File: src/hw/rtl/ascii_decimal_frame_builder_top_defines.svh
// ----------------------------------------------------------------------------
// Assertion macros for the decimal frame builder
// Shared forms for concurrent checks, clocked on clk, quiet in reset.
// ----------------------------------------------------------------------------
`ifndef ASCII_DECIMAL_FRAME_BUILDER_TOP_DEFINES_SVH
`define ASCII_DECIMAL_FRAME_BUILDER_TOP_DEFINES_SVH

// same-cycle implication
`define ADFB_ASSERT_NOW(lbl, ante, cons, msg) \
	lbl: assert property (@(posedge clk) disable iff (!arst_n) (ante) |-> (cons)) \
		else $error(msg);

// next-cycle implication
`define ADFB_ASSERT_NEXT(lbl, ante, cons, msg) \
	lbl: assert property (@(posedge clk) disable iff (!arst_n) (ante) |=> (cons)) \
		else $error(msg);

`endif

File: src/hw/rtl/adfb_pkg.sv
// ----------------------------------------------------------------------------
// adfb_pkg
// Constants, microcode format and control program of the frame builder.
// ----------------------------------------------------------------------------
package adfb_pkg;

	localparam int FRAME_SIZE_DEF = 32;
	localparam int CNT_W          = 11;
	localparam int PC_W           = 4;
	localparam int STEPS          = 12;

	localparam logic [7:0] CH_F     = 8'h66;
	localparam logic [7:0] CH_TWO   = 8'h32;
	localparam logic [7:0] CH_SEMI  = 8'h3B;
	localparam logic [7:0] CH_MINUS = 8'h2D;
	localparam logic [7:0] CH_ZERO  = 8'h30;
	localparam logic [7:0] CH_NUL   = 8'h00;

	localparam logic [PC_W-1:0] PC_HOME = 4'd0;
	localparam logic [PC_W-1:0] PC_HDR  = 4'd1;
	localparam logic [PC_W-1:0] PC_SIGN = 4'd5;

	localparam logic [2:0] PLACE_UNIT = 3'd4;

	// byte source of a step
	typedef enum logic [2:0] {
		SRC_NONE,
		SRC_F,
		SRC_TWO,
		SRC_TYPE,
		SRC_SEMI,
		SRC_SIGN,
		SRC_DIGIT,
		SRC_TAIL
	} src_t;

	// sequencing of a step
	typedef enum logic [1:0] {
		JMP_NEXT,
		JMP_DISPATCH,
		JMP_HOME,
		JMP_OVF
	} jmp_t;

	typedef struct packed {
		src_t       src;
		logic [2:0] place;
		jmp_t       jmp;
	} uop_t;

	localparam uop_t UCODE [STEPS] = '{
		'{SRC_NONE,  3'd0, JMP_DISPATCH},
		'{SRC_F,     3'd0, JMP_NEXT},
		'{SRC_TWO,   3'd0, JMP_NEXT},
		'{SRC_TYPE,  3'd0, JMP_NEXT},
		'{SRC_SEMI,  3'd0, JMP_NEXT},
		'{SRC_SIGN,  3'd0, JMP_NEXT},
		'{SRC_DIGIT, 3'd0, JMP_NEXT},
		'{SRC_DIGIT, 3'd1, JMP_NEXT},
		'{SRC_DIGIT, 3'd2, JMP_NEXT},
		'{SRC_DIGIT, 3'd3, JMP_NEXT},
		'{SRC_DIGIT, PLACE_UNIT, JMP_OVF},
		'{SRC_TAIL,  3'd0, JMP_HOME}
	};

	// weight of a decimal place, most significant first
	function automatic logic [16:0] place_weight(input logic [2:0] place);
		logic [16:0] w;
		unique case (place)
			3'd0:    w = 17'd10000;
			3'd1:    w = 17'd1000;
			3'd2:    w = 17'd100;
			3'd3:    w = 17'd10;
			default: w = 17'd1;
		endcase
		return w;
	endfunction

endpackage

File: src/hw/rtl/ascii_decimal_frame_builder_top.sv
// ----------------------------------------------------------------------------
// ascii_decimal_frame_builder_top
// Turns signed 16-bit values into an ASCII frame: "f2<type>;" header,
// decimal values separated by ';', then a NUL or the overflow flag.
// ----------------------------------------------------------------------------
// A value is taken when the sequencer is home; it then runs one step per
// cycle through a 12-word control ROM, a step waiting while the output
// register holds a byte the sink has not taken: four header steps (first
// value of a frame only), sign, five decimal places and a tail step. Each
// step emits at most one byte into the single output register; a final
// value that overflows skips the tail step. A new value is accepted while
// the last byte of the previous one still waits in the output register.

`include "ascii_decimal_frame_builder_top_defines.svh"

module ascii_decimal_frame_builder_top #(
	parameter int FRAME_SIZE = adfb_pkg::FRAME_SIZE_DEF
) (
	input  logic        clk,
	input  logic        arst_n,
	input  logic        s_tvalid,
	output logic        s_tready,
	input  logic [23:0] s_tdata,   // [7:0] frame_type, [23:8] data_value
	input  logic        s_tlast,   // last_value
	output logic        m_tvalid,
	input  logic        m_tready,
	output logic [7:0]  m_tdata,   // [7:0] out_byte
	output logic        m_tlast,   // frame_end
	output logic        m_tuser    // overflow
);
	import adfb_pkg::*;

	logic [PC_W-1:0]  pc_q, pc_nxt;
	logic             open_q;
	logic [CNT_W-1:0] count_q;
	logic [7:0]       type_q;
	logic             neg_q;
	logic             last_q;
	logic [15:0]      mag_q;
	logic             started_q;

	uop_t        uop;
	logic        slot_free, step_go, emit, bump, close, s_req;
	logic [7:0]  obyte;
	logic        olast, ouser, ovf_hit;
	logic [3:0]  digit;
	logic [16:0] weight, sub, mult;
	logic [15:0] raw_val;

	assign uop       = UCODE[pc_q];
	assign slot_free = !m_tvalid || m_tready;
	assign s_tready  = (pc_q == PC_HOME);
	assign s_req     = s_tvalid && s_tready;
	assign step_go   = (pc_q != PC_HOME) && slot_free;
	assign raw_val   = s_tdata[23:8];
	assign ovf_hit   = (12'(count_q) + 12'd1) >= 12'(FRAME_SIZE);

	// digit of the current place: largest multiple of the weight not above mag
	always_comb begin
		weight = place_weight(uop.place);
		digit  = 4'd0;
		sub    = 17'd0;
		for (int k = 1; k <= 9; k++) begin
			mult = 17'(k) * weight;
			if ({1'b0, mag_q} >= mult) begin
				digit = 4'(k);
				sub   = mult;
			end
		end
	end

	always_comb begin
		emit   = 1'b0;
		obyte  = CH_NUL;
		olast  = 1'b0;
		ouser  = 1'b0;
		close  = 1'b0;
		pc_nxt = pc_q + 4'd1;
		unique case (uop.src)
			SRC_NONE:  emit = 1'b0;
			SRC_F: begin
				emit  = 1'b1;
				obyte = CH_F;
			end
			SRC_TWO: begin
				emit  = 1'b1;
				obyte = CH_TWO;
			end
			SRC_TYPE: begin
				emit  = 1'b1;
				obyte = type_q;
			end
			SRC_SEMI: begin
				emit  = 1'b1;
				obyte = CH_SEMI;
			end
			SRC_SIGN: begin
				emit  = neg_q;
				obyte = CH_MINUS;
			end
			SRC_DIGIT: begin
				// leading zeros dropped, units always printed
				emit  = started_q || (digit != 4'd0) || (uop.place == PLACE_UNIT);
				obyte = CH_ZERO + 8'(digit);
			end
			SRC_TAIL: begin
				emit = 1'b1;
				if (last_q) begin
					obyte = CH_NUL;
					olast = 1'b1;
					close = 1'b1;
				end else begin
					obyte = CH_SEMI;
				end
			end
		endcase
		unique case (uop.jmp)
			JMP_NEXT:     pc_nxt = pc_q + 4'd1;
			JMP_DISPATCH: pc_nxt = open_q ? PC_SIGN : PC_HDR;
			JMP_HOME:     pc_nxt = PC_HOME;
			JMP_OVF: begin
				// frame too long: flag the last digit, skip the terminator
				if (last_q && ovf_hit) begin
					olast  = 1'b1;
					ouser  = 1'b1;
					close  = 1'b1;
					pc_nxt = PC_HOME;
				end
			end
		endcase
		bump = emit && !(uop.src == SRC_TAIL && last_q);
	end

	always_ff @(posedge clk or negedge arst_n) begin
		if (!arst_n) begin
			pc_q      <= PC_HOME;
			open_q    <= 1'b0;
			count_q   <= '0;
			started_q <= 1'b0;
			m_tvalid  <= 1'b0;
		end else begin
			if (step_go && emit) begin
				m_tvalid <= 1'b1;
			end else if (m_tready) begin
				m_tvalid <= 1'b0;
			end
			if (s_req) begin
				pc_q      <= pc_nxt;
				open_q    <= 1'b1;
				started_q <= 1'b0;
			end else if (step_go) begin
				pc_q <= pc_nxt;
				if (uop.src == SRC_DIGIT) begin
					started_q <= started_q || emit;
				end
				if (close) begin
					open_q  <= 1'b0;
					count_q <= '0;
				end else if (bump && count_q != {CNT_W{1'b1}}) begin
					count_q <= count_q + 11'd1;
				end
			end
		end
	end

	always_ff @(posedge clk) begin
		if (s_req) begin
			type_q <= s_tdata[7:0];
			neg_q  <= raw_val[15];
			mag_q  <= raw_val[15] ? (~raw_val + 16'd1) : raw_val;
			last_q <= s_tlast;
		end else if (step_go && uop.src == SRC_DIGIT) begin
			mag_q <= mag_q - sub[15:0];
		end
		if (step_go && emit) begin
			m_tdata <= obyte;
			m_tlast <= olast;
			m_tuser <= ouser;
		end
	end

	`ADFB_ASSERT_NOW(a_ovf_on_end, m_tvalid && m_tuser, m_tlast, "overflow without frame end")
	`ADFB_ASSERT_NEXT(a_close, step_go && emit && olast, !open_q && count_q == '0,
		"frame not closed after final byte")
	`ADFB_ASSERT_NEXT(a_dispatch, s_req && !open_q, pc_q == PC_HDR, "new frame skipped header")
	`ADFB_ASSERT_NEXT(a_resume, s_req && open_q, pc_q == PC_SIGN, "open frame repeated header")

endmodule
File: config.mk
export PLATFORM = sky130hd
export DESIGN_NAME = ascii_decimal_frame_builder_top
export DESIGN_NICKNAME = d
export VERILOG_FILES = /design/src/hw/rtl/adfb_pkg.sv /design/src/hw/rtl/ascii_decimal_frame_builder_top.sv
export VERILOG_INCLUDE_DIRS = /design/src /design/src/hw/rtl
export SDC_FILE = /design/constraint.sdc
export NUM_CORES = 1
export LEC_CHECK = 0
export BUFFER_PORTS_ARGS = -buffer_cell sky130_fd_sc_hd__buf_4
export CORE_UTILIZATION = 50
export DETAILED_ROUTE_END_ITERATION = 6
export PLACE_DENSITY = 0.67
export SLEW_MARGIN = 20
export SYNTH_ARGS = -nofsm -noshare
export SYNTH_HDL_FRONTEND = slang
export SYNTH_SLANG_ARGS = --single-unit
File: constraint.sdc
create_clock -name clk -period 19.9 [get_ports clk]
set_clock_uncertainty 0.2 [all_clocks]
set_input_delay 0 -clock clk [delete_from_list [all_inputs] [get_ports clk]]
set_output_delay 0 -clock clk [all_outputs]
set_load 0.03 [all_outputs]
=== Yosys cells after proc, flatten, opt, wreduce, memory -nomap -nowiden ===
Memory sizes are Yosys's and may differ from the RTL's.
Index checks and enable logic that the tools add are counted.

* Bits in registers: 54
* Bits in read-only memories: 128
* Input port bits: 29
* Output and inout bits: 12
* Logic and storage cells: 130
* Memories kept: 1

{| class="wikitable"
|+ Memory list
! memory !! depth !! width !! rd ports !! clocked after memory_dff !! write ports !! line !! source
|-
| (name not given) || 16 || 8 || 1 || 0 || 0 || ascii_decimal_frame_builder_top.sv:50 || <nowiki>assign uop = UCODE[pc_q];</nowiki>
|}

* Add/subtract/negate cells: 6
* Multipliers: 5
* Order comparisons: 11
* Eq/ne operators: 15
* Muxes and demuxes: 47
* Bitwise logic cells: 3
* Reduce and logical (&&, ||, !) cells: 30

{| class="wikitable"
|+ Operators with widths
! operator !! count
|-
| 16-bit 2-to-1 mux || 11
|-
| 16-bit by 17-bit >= comparator with 1-bit output || 5
|-
| 14-bit one-hot mux with 4 select lines || 1
|-
| 8-bit one-hot mux with 7 select lines || 1
|-
| 4-bit 2-to-1 mux || 11
|-
| 3-bit by 14-bit multiplier with 17-bit output, first input constant || 2
|-
| 16-bit >= comparator || 2
|-
| 2-bit by 14-bit multiplier with 16-bit output, first input constant || 2
|-
| 11-bit 2-to-1 mux || 2
|-
| 4-bit by 14-bit multiplier with 17-bit output, first input constant || 1
|-
| 16-bit by 1-bit adder with 16-bit output, second input constant || 1
|-
| 16-bit by 14-bit >= comparator with 1-bit output || 1
|-
| 16-bit by 15-bit >= comparator with 1-bit output || 1
|-
| 8-bit 2-to-1 mux || 2
|-
| 16-bit NOT || 1
|-
| 4-bit one-hot mux with 4 select lines || 1
|-
| 16-bit subtractor || 1
|-
| 3-bit == test, second input constant || 5
|-
| 1-bit 2-to-1 mux || 14
|-
| 14-bit 2-to-1 mux || 1
|-
| 11-bit by 1-bit adder with 12-bit output, second input constant || 1
|-
| 3-bit by 2-bit == test with 1-bit output, second input constant || 4
|-
| 12-bit by 6-bit >= comparator with 1-bit output, second input constant || 1
|-
| 2-bit nonzero test || 6
|-
| 23 further kinds || 39
|}

=== Depth between registers and ports, before layout ===
Gate-level depths: netlist (run 1).

* Depth after elaboration: 24
* Mapped depth: 45
* Gate-level depth less buffers: 43

=== Worst setup path after synthesis (run 1) ===
OpenSTA, ideal clock, no wires.

* Path kind: reg2reg
* Start: reg pc_q[0]
* End: reg mag_q[15] (data pin)
* Setup time: 0.258 ns
* Data arrival time: 8.679 ns
* Data required time: 19.442 ns
* Path slack: 10.763 ns
* Cell stages (with the launch flop): 40
* Buffers on the path: 2
* Period minus slack after synthesis: 9.137 ns
* Cell sequence: dfrtp_1 clkbuf_1 inv_1 ha_1 nand2b_4 o22a_1 inv_1 o21ai_0 inv_1 ha_1 ha_1 a21oi_1 o22ai_1 a21o_1 a21o_1 a21o_1 a21oi_1 xor2_1 (+4 left out) o31a_1 or2_0 clkbuf_1 a31oi_1 nor2_1 a221o_1 a21o_1 ha_1 and2_1 o21ai_0 a31oi_1 a21o_1 a21oi_1 o21ai_0 o311a_1 a211oi_1 xnor2_1 o21ai_1

* Longest elaborated chain between the ends: 19
* Elaborated cells on any way between the ends: 37
* Classes of those cells: add/sub: 1; mul: 5; order compare: 9; eq/ne: 3; mux: 14; bitwise: 1; reduce/logical: 3; memory: 1

{| class="wikitable"
|+ RTL lines
! item !! line !! source
|-
| start: declaration || ascii_decimal_frame_builder_top.sv:33 || <nowiki>logic [PC_W-1:0] pc_q, pc_nxt;</nowiki>
|-
| start signal: assignment || ascii_decimal_frame_builder_top.sv:148 || <nowiki>pc_q <= pc_nxt;</nowiki>
|-
| start signal: assignment || ascii_decimal_frame_builder_top.sv:152 || <nowiki>pc_q <= pc_nxt;</nowiki>
|-
| branches (longest 18 deep; another with 2-bit by 14-bit multiplier with 16-bit output) || - ||
|-
| 16-bit 2-to-1 mux (*) || ascii_decimal_frame_builder_top.sv:167 || <nowiki>if (s_req) begin</nowiki>
|-
| end signal: assignment || ascii_decimal_frame_builder_top.sv:170 || <nowiki>mag_q <= raw_val[15] ? (~raw_val + 16'd1) : raw_val;</nowiki>
|-
| end signal: assignment || ascii_decimal_frame_builder_top.sv:173 || <nowiki>mag_q <= mag_q - sub[15:0];</nowiki>
|-
| end: declaration || ascii_decimal_frame_builder_top.sv:39 || <nowiki>logic [15:0] mag_q;</nowiki>
|}

Mark *: on every way between the ends. The select of a mux whose other input is x is not followed.
A chain may end at the register's enable or synchronous reset.

=== Worst setup path in the final report (run 1) ===
* Start: reg pc_q[1]
* End: reg mag_q[13] (data pin)

Same word-level chain as after synthesis.

==> flow_summary.json, run 1 <==
{
  "required_ns": 19.71,
  "rrSetupSlack_ns": 8.50,
  "crit_type": "reg -> reg",
  "reg2reg_depth": 37,
  "synthCells": 1042,
  "tns_ns": 0,
  "clk_pin_slew_ns": 0.07,
  "vias_per_cell": 6.28,
  "yosys_warnings": 0,
  "min_path_type": "in -> reg",
  "grt_overflow_total": 0,
  "port_buffers": 40,
  "cp_slowest_cell": "o21ai_1",
  "drive_gt1_share_pct": 8.50,
  "end_kind": "flip-flop",
  "grt_pass1_wl_mm": 44.1,
  "synth_area_leader_cell": "ha_1",
  "hold_depth": 4,
  "worstPathArrival_ns": 11.21,
  "grt_max_degree": 28,
  "cts_resized": 0,
  "multi_input_area_um2": 6660,
  "cts_setup_buffers": 0,
  "nets": 1293,
  "critPathMaxStageDelay_ns": 0.96,
  "tritoncts": "done",
  "synth_top_area_share_pct": 23.7,
  "avgSynthCellArea_um2": 8.21,
  "die_h_um": 133,
  "dpl_cell_area_um2": 9060,
  "ys_seq_elements": 54,
  "post-route-util_pct": 57.0,
  "core_um2": 16600,
  "cap_violations": 0,
  "final.min_clock_period_ns": 11.40,
  "min_period_over_period_pct": 57.3,
  "wl_mm": 27.6,
  "fillers": 1548,
  "synth_ff_type": "edfxtp_1",
  "place_hpwl_mm": 21.2,
  "drt_first_pass_iters": 5,
  "wl_per_cell_um": 21.0,
  "antenna_found_initial": 1,
  "clock-sinks": 54,
  "fp-row-count": 47,
  "dieArea_um2": 17600,
  "place_congestion": 0.992,
  "grt_use_total_pct": 32.1,
  "synth_edf_count": 36,
  "yosysSeqAreaShare_pct": 17.9,
  "grt_pass1_vias": 7983,
  "ys_types": 91,
  "seqCellArea_um2": 1530,
  "pin_count": 41,
  "die_w_um": 133,
  "relSlewSlack_pct": 25.7,
  "design_area_um2": 9490,
  "vias": 8249,
  "cts.path.max_buffers": 2,
  "diodes": 0,
  "syn2layout_area_growth_pct": 11.0,
  "status": "completed",
  "drt_iter0_drc": 683,
  "cts_made_buffers": 5,
  "h-tree-depth": 2,
  "synthArstFlopShare_pct": 33.3,
  "place_ws_ns": 8.90,
  "cp-start-kind": "flip-flop",
  "finalHoldViolations": 0,
  "rsz0062_at_grt": "false",
  "slew_violations": 0,
  "syn_area_um2": 8560,
  "critPathMaxFanout": 18,
  "setup_violations": 0,
  "start_util_pct": 51.4,
  "timing.final.ws_setup_ns": 8.50,
  "drc": 0,
  "root_buffer": "clkbuf_16",
  "clock_latency_ns": 0.30,
  "yosys-top-cells-area": "ha_1 (24%), edfxtp_1 (13%), a21oi_1 (5.4%)",
  "fmax_ghz": 0.0877,
  "antenna_left": 0,
  "max_slew.worst_pin.slew_ns": 1.11
}
-- cell families after synthesis --
family                     Yosys count  share of synthesized area, %
other                                2                        0.0878
DFF                                 54                          17.9
muxes                                7                         0.848
buffers and inverters               97                          4.39
adders and majority gates          171                          25.8
and+or+nand+nor                    326                          19.3
AOI/OAI and AO/OA                  332                          26.3
xor gates and xnor gates            53                          5.43
-- path summary, 6_finish.rpt --
path	from	end
max in group asynchronous	arst_n	count_q[1]$_DFFE_PN0P_
max	pc_q[1]$_DFFE_PN0P_	mag_q[13]$_DFFE_PP_
min reg2reg	open_q$_DFFE_PN0P_	open_q$_DFFE_PN0P_
min	s_tdata[18]	mag_q[10]$_DFFE_PP_
max reg2reg	pc_q[1]$_DFFE_PN0P_	mag_q[13]$_DFFE_PP_
min in group asynchronous	arst_n	pc_q[1]$_DFFE_PN0P_
-- cell usage after synthesis, types with 5 or more instances --
| cell | number |
|---|---|
| nor2_1 | 75 |
| nor4_1 | 5 |
| clkbuf_1 | 23 |
| ha_1 | 162 |
| xnor2_1 | 35 |
| dfrtp_1 | 18 |
| or2_2 | 5 |
| o211ai_1 | 11 |
| nor3_1 | 26 |
| or3_1 | 10 |
| fa_1 | 9 |
| nand2b_1 | 11 |
| a22oi_1 | 7 |
| buf_2 | 5 |
| a31o_2 | 5 |
| nand3_1 | 33 |
| o21ai_1 | 5 |
| a21o_1 | 21 |
| mux2i_1 | 5 |
| o21bai_1 | 6 |
| a211oi_1 | 13 |
| xor2_1 | 18 |
| a32o_1 | 5 |
| a31oi_1 | 17 |
| o21a_1 | 9 |
| edfxtp_1 | 36 |
| nand4_1 | 16 |
| a221o_1 | 6 |
| o22ai_1 | 7 |
| and3_1 | 8 |
| inv_1 | 62 |
| a21oi_1 | 92 |
| o21ai_0 | 66 |
| o221ai_1 | 5 |
| nor2b_1 | 13 |
| a221oi_1 | 8 |
| and2_1 | 6 |
| o31ai_1 | 5 |
| nand2_1 | 87 |
-- area by class of cell --
type / count / share of cell area, %
sequential: 54 / 16.1
timing repair buffer: 73 / 6.46
multi-input combinational: 893 / 70.1
clock buffer: 6 / 1.58
tap: 220 / 2.90
clock inverter: 2 / 0.185
inverter: 66 / 2.62
-- sequential cells by signal, indices dropped and copies added (netlist names) --
name / cells
open_q: 1
started_q: 1
neg_q: 1
pc_q: 4
count_q: 11
m_tvalid: 1
mag_q: 16
m_tdata: 8
last_q: 1
m_tuser: 1
type_q: 8
m_tlast: 1
-- worst max-delay path: cells and delay by family, from the launching register on --
kind	cells	cell delay, ns
XOR/XNOR	2	0.51
flip-flops	1	0.76
buffers and inverters	4	1.01
AND/OR/NAND/NOR	6	1.34
adder cells (fa/ha/maj)	5	1.86
AO/OA/AOI/OAI	20	5.39
-- metrics by stage --
stage,hold WS (ns),std cells
2_1_floorplan,-0.496,1044
3_3_place_gp,-0.319,1280
3_5_place_dp,-0.317,1280
4_1_cts,0.00972,1314
5_1_grt,0.0598,1314
6_report,0.00997,1314
-- what timing repair did --
item / 4_1_cts / 5_1_grt
endpoints found under the hold margin: 43 / 0
setup endpoints to repair: 0 / 0
hold buffers: 26 / 0
-- metal layers --
metal | up-vias | track usage (%) | share of wire [%]
met4 | 2 | 13.7 | 4.0
met2 | 344 | 51.3 | 44
met3 | 71 | 3.37 | 6.9
li1 | 4019 | - | -
met5 | - | 0 | 0.040
met1 | 3813 | 43.9 | 45
-- cell usage in the layout, fill, tap and decap left out, types with 16 or more instances in the layout --
cell type      netlist  layout
o21ai_0             66      64
nor2_1              75      75
a21oi_1             92      92
nand3_1             33      33
dfrtp_1             18      18
nor3_1              26      26
edfxtp_1            36      36
nand4_1             16      16
xnor2_1             35      35
nand2_1             87      87
a31oi_1             17      17
ha_1               162     162
inv_1               62      62
a21o_1              21      21
buf_4                1      47
dlygate4sd3_1        0      26
xor2_1              18      18
Power of run 1 is not shown: default switching activity piles up to over one toggle a cycle in this logic, so the estimate is an artifact.
==> run 2, diff against run 1 <==
Clock period 19.9 ns to 11.4 ns, I/O delays scaled along.
==> run 2 against run 1 <==
Effect of this change: die area unchanged; global-route usage up 0.52 points; first-iteration DRC count shrank 12%; critical path type unchanged; critical endpoint unchanged; largest cell class unchanged; highest routed layer is now met4.
==> flow_summary.json, run 2 (synthesis gave the netlist of run 1 again) <==
{
  "rsz0062_at_grt": "false",
  "pin_count": 41,
  "drc": 0,
  "cp_top_family": "compound AO/OA/AOI/OAI gates",
  "syn2layout_area_growth_pct": 11.6,
  "dp_cells": 1284,
  "max_slew.worst_pin.slew_ns": 1.01,
  "crit_type": "reg -> reg",
  "largestRegisters": "mag_q x16, count_q x11",
  "clk_pin_slew_ns": 0.07,
  "port_buffers": 40,
  "grt_pass1_wl_mm": 44.5,
  "layout_common_cells": "ha_1 (162), a21oi_1 (92), nand2_1 (87)",
  "h-tree-depth": 2,
  "tritoncts": "done",
  "status": "completed",
  "setup_violations": 0,
  "stdcell_count": 1319,
  "crit_path_frequent_cell": "ha_1",
  "end_kind": "flip-flop",
  "wl_mm": 28.3,
  "antenna_left": 0,
  "final.min_clock_period_ns": 10.76,
  "wl_per_cell_um": 21.4,
  "cap_violations": 0,
  "cts_setup_buffers": 0,
  "vias_per_cell": 6.37,
  "path_buf_inv": 4,
  "min_period_over_period_pct": 94.3,
  "critPathMaxStageDelay_ns": 0.73,
  "fmax_ghz": 0.0930,
  "drt_first_pass_iters": 5,
  "largest_reg_flops": 16,
  "grt_use_total_pct": 32.6,
  "min_path_type": "in -> reg",
  "antenna_found_initial": 0,
  "slew_violations": 0,
  "critPathMaxFanout": 18,
  "timing.hold.ws_ns": 0.0286,
  "cp-start-kind": "flip-flop",
  "tns_ns": 0,
  "cts_hold_buf": 26,
  "core_um2": 16600,
  "required_ns": 11.21,
  "dieArea_um2": 17600,
  "die_w_um": 133,
  "fillers": 1524,
  "finalHoldViolations": 0,
  "nets": 1297,
  "grt_max_degree": 28,
  "grt_overflow_total": 0,
  "worstPathArrival_ns": 10.57,
  "root_buffer": "clkbuf_16",
  "top_register": "mag_q",
  "post-route-util_pct": 57.4,
  "cts_made_buffers": 5,
  "clock_latency_ns": 0.30,
  "fp-row-count": 47,
  "start_util_pct": 51.4,
  "die_h_um": 133,
  "relSlewSlack_pct": 32.2,
  "drt_iter0_drc": 601,
  "place_hpwl_mm": 21.7,
  "drive_gt1_share_pct": 8.83,
  "place_congestion": 0.978,
  "grt_pass1_vias": 8020,
  "cp_slowest_cell": "dfrtp_1",
  "clock-sinks": 54,
  "cts_resized": 0,
  "final_common_cell": "ha_1",
  "vias": 8408,
  "cts.path.max_buffers": 2
}
-- run 2: cell count changes in the layout (fill, tap and decap cells not counted), sizes merged --
cell | before | now
bufinv | 0 | 1
inv | 65 | 64
clkbuf | 6 | 7
buf | 47 | 51
diode | 0 | 1
clkinv | 3 | 2
-- run 2: final timing paths --
path | start | to | depth (start not counted) | slack, ns
max reg2reg | pc_q[1]$_DFFE_PN0P_ | mag_q[13]$_DFFE_PP_ | 38 | 0.64
max | pc_q[1]$_DFFE_PN0P_ | mag_q[13]$_DFFE_PP_ | 38 | 0.64
min | s_tdata[21] | mag_q[13]$_DFFE_PP_ | 4 | 0.03
min reg2reg | started_q$_DFFE_PN0P_ | started_q$_DFFE_PN0P_ | 1 | 0.30
min in group asynchronous | arst_n | count_q[5]$_DFFE_PN0P_ | 3 | 0.67
max in group asynchronous | arst_n | count_q[10]$_DFFE_PN0P_ | 3 | 9.82
-- run 2: per-stage QoR --
| step | worst slack [ns] | area, um2 |
|---|---|---|
| floorplan | 2.26 | 8560 |
| global placement | 1.14 | 9090 |
| detailed placement | 1.04 | 9090 |
| CTS | 0.980 | 9550 |
| global route | 0.174 | 9550 |
| finish | 0.644 | 9550 |
-- run 2: worst register-to-register path, delay by kind of cell (launching register included) --
kind                       cells  cell delay (ns)
and+or+nand+nor                7             2.22
xor gates and xnor gates       2             0.50
DFF                            1             0.73
adders and majority gates      6             2.06
buffers and inverters          4             0.78
AOI/OAI and AO/OA             19             3.98
-- run 2: routing by layer --
layer	GRT usage (%)	wire length (um)	vias up
met2	52.1	12600	355
li1	-	-	4041
met1	44.0	12500	3929
met4	14.7	1210	0
met3	3.98	1890	83
met5	0	0	-
-- run 2: cell type report --
class,count,area (um2),area share [%]
multi-input combinational,893,6660,69.7
sequential,54,1530,16.0
timing repair buffer,77,643,6.73
tap,220,275,2.88
inverter,66,249,2.61
clock buffer,7,164,1.72
clock inverter,1,30.0,0.314
antenna,1,2.50,0.0262
Power of run 2 is left out for the same reason.
==> run 3, diff against run 2 <==
Settings changed: GPL_TIMING_DRIVEN set to 0.
==> run 3 against run 2 <==
Effect of this change: register-to-register slack got worse by 0.09 ns; cell count rose by 1.7%; die area did not move; utilization rose by 0.44 points; flip-flop and latch count did not move; fmax fell by 0.87%; clock-buffer cell count fell by 1; worst hold slack got worse by 0.018 ns; routed wire length fell by 2.9%; via count rose by 0.65%; non-clock buffer count rose by 23; critical path type unchanged.
==> flow_summary.json, run 3 (synthesis gave the netlist of run 1 again) <==
{
  "port_buffers": 40,
  "reg2reg_depth": 44,
  "layout_common_cells": "ha_1 (162), a21oi_1 (92), nand2_1 (87)",
  "cts_setup_buffers": 0,
  "final_common_cell": "ha_1",
  "critPathMaxFanout": 15,
  "status": "completed",
  "root_buffer": "clkbuf_16",
  "grt_overflow_total": 0,
  "antenna_left": 0,
  "max_slew.worst_pin.slew_ns": 1.01,
  "clock_latency_ns": 0.30,
  "vias": 8463,
  "drc": 0,
  "timing.final.ws_setup_ns": 0.550,
  "largest_reg_flops": 16,
  "finalHoldViolations": 0,
  "grt_max_degree": 20,
  "dieArea_um2": 17600,
  "grt_use_total_pct": 32.0,
  "die_w_um": 133,
  "tritoncts": "done",
  "drt_first_pass_iters": 5,
  "place_congestion": 1.00,
  "worstPathArrival_ns": 10.70,
  "cts_made_buffers": 5,
  "drive_gt1_share_pct": 9.01,
  "fmax_ghz": 0.0922,
  "cp-start-kind": "flip-flop",
  "wl_per_cell_um": 20.5,
  "multi_input_area_um2": 6680,
  "fillers": 1542,
  "cts.path.max_buffers": 2,
  "post-route-util_pct": 57.8,
  "cp_slowest_cell": "nor2_4",
  "final.min_clock_period_ns": 10.85,
  "cap_violations": 0,
  "syn2layout_area_growth_pct": 12.5,
  "setup_violations": 0,
  "hold_depth": 4,
  "crit_path_frequent_cell": "ha_1",
  "antenna_found_initial": 0,
  "place_ws_ns": -0.111,
  "required_ns": 11.25,
  "grt_pass1_vias": 8084,
  "drt_iter0_drc": 713,
  "critPathMaxStageDelay_ns": 0.45,
  "crit_type": "reg -> reg",
  "h-tree-depth": 2,
  "core_um2": 16600,
  "pin_count": 41,
  "diodes": 0,
  "end_kind": "flip-flop",
  "rsz0062_at_grt": "false",
  "min_path_type": "in -> reg",
  "slew_violations": 0,
  "nets": 1320,
  "grt_pass1_wl_mm": 44.4,
  "place_hpwl_mm": 21.2,
  "cp_top_family": "compound AO/OA/AOI/OAI gates",
  "clock-sinks": 54,
  "min_period_over_period_pct": 95.2,
  "start_util_pct": 51.4,
  "wl_mm": 27.4,
  "fp-row-count": 47,
  "relSlewSlack_pct": 32.0,
  "vias_per_cell": 6.31,
  "path_buf_inv": 7,
  "seqCellArea_um2": 1530,
  "top_register": "mag_q",
  "timing.hold.ws_ns": 0.0102,
  "die_h_um": 133,
  "crit_cells": 44,
  "clk_pin_slew_ns": 0.07,
  "largestRegisters": "mag_q x16, count_q x11"
}
[run 3: per-layer routing]
| layer | wire length, um | global-route usage (%) | up-vias |
|---|---|---|---|
| met5 | 0 | 0 | - |
| met4 | 1210 | 16.0 | 0 |
| met3 | 2080 | 4.64 | 78 |
| met2 | 12000 | 49.7 | 379 |
| met1 | 12200 | 43.3 | 3928 |
| li1 | - | - | 4078 |
[run 3: per-stage QoR]
| stage | area, um2 | instances | setup TNS, ns |
|---|---|---|---|
| 2_1_floorplan | 8560 | 1044 | 0 |
| 3_3_place_gp | 9140 | 1304 | -5.48 |
| 3_5_place_dp | 9170 | 1306 | -0.169 |
| 4_1_cts | 9610 | 1341 | 0 |
| 5_1_grt | 9620 | 1341 | 0 |
| 6_report | 9620 | 1341 | 0 |
[run 3: cell type report]
cell class | instances | share of cell area, %
clock buffer | 6 | 1.34
buffer | 31 | 1.35
clock inverter | 2 | 0.377
multi-input combinational | 893 | 69.4
inverter | 66 | 2.59
timing repair buffer | 69 | 6.16
sequential | 54 | 15.9
tap | 220 | 2.86
[run 3: what timing repair did]
| action | CTS | global route |
|---|---|---|
| hold endpoints to repair | 44 | 0 |
| endpoints found under the setup margin | 3 | 8 |
| resized for setup | 1 | 9 |
| hold buffers | 27 | 0 |
[run 3: worst paths after layout]
check | start | endpoint | slack, ns
max reg2reg | pc_q[0]$_DFFE_PN0P_ | mag_q[15]$_DFFE_PP_ | 0.55
max | pc_q[0]$_DFFE_PN0P_ | mag_q[15]$_DFFE_PP_ | 0.55
min reg2reg | open_q$_DFFE_PN0P_ | open_q$_DFFE_PN0P_ | 0.29
min | s_tdata[19] | mag_q[11]$_DFFE_PP_ | 0.01
min in group asynchronous | arst_n | count_q[3]$_DFFE_PN0P_ | 0.67
max in group asynchronous | arst_n | count_q[2]$_DFFE_PN0P_ | 9.82
[run 3: worst min-delay path: stages]
cell and delay, ns:
buf_4 0.12, xnor2_1 0.08, nor2_1 0.09, a21oi_1 0.05
Power of run 3 is left out for the same reason.
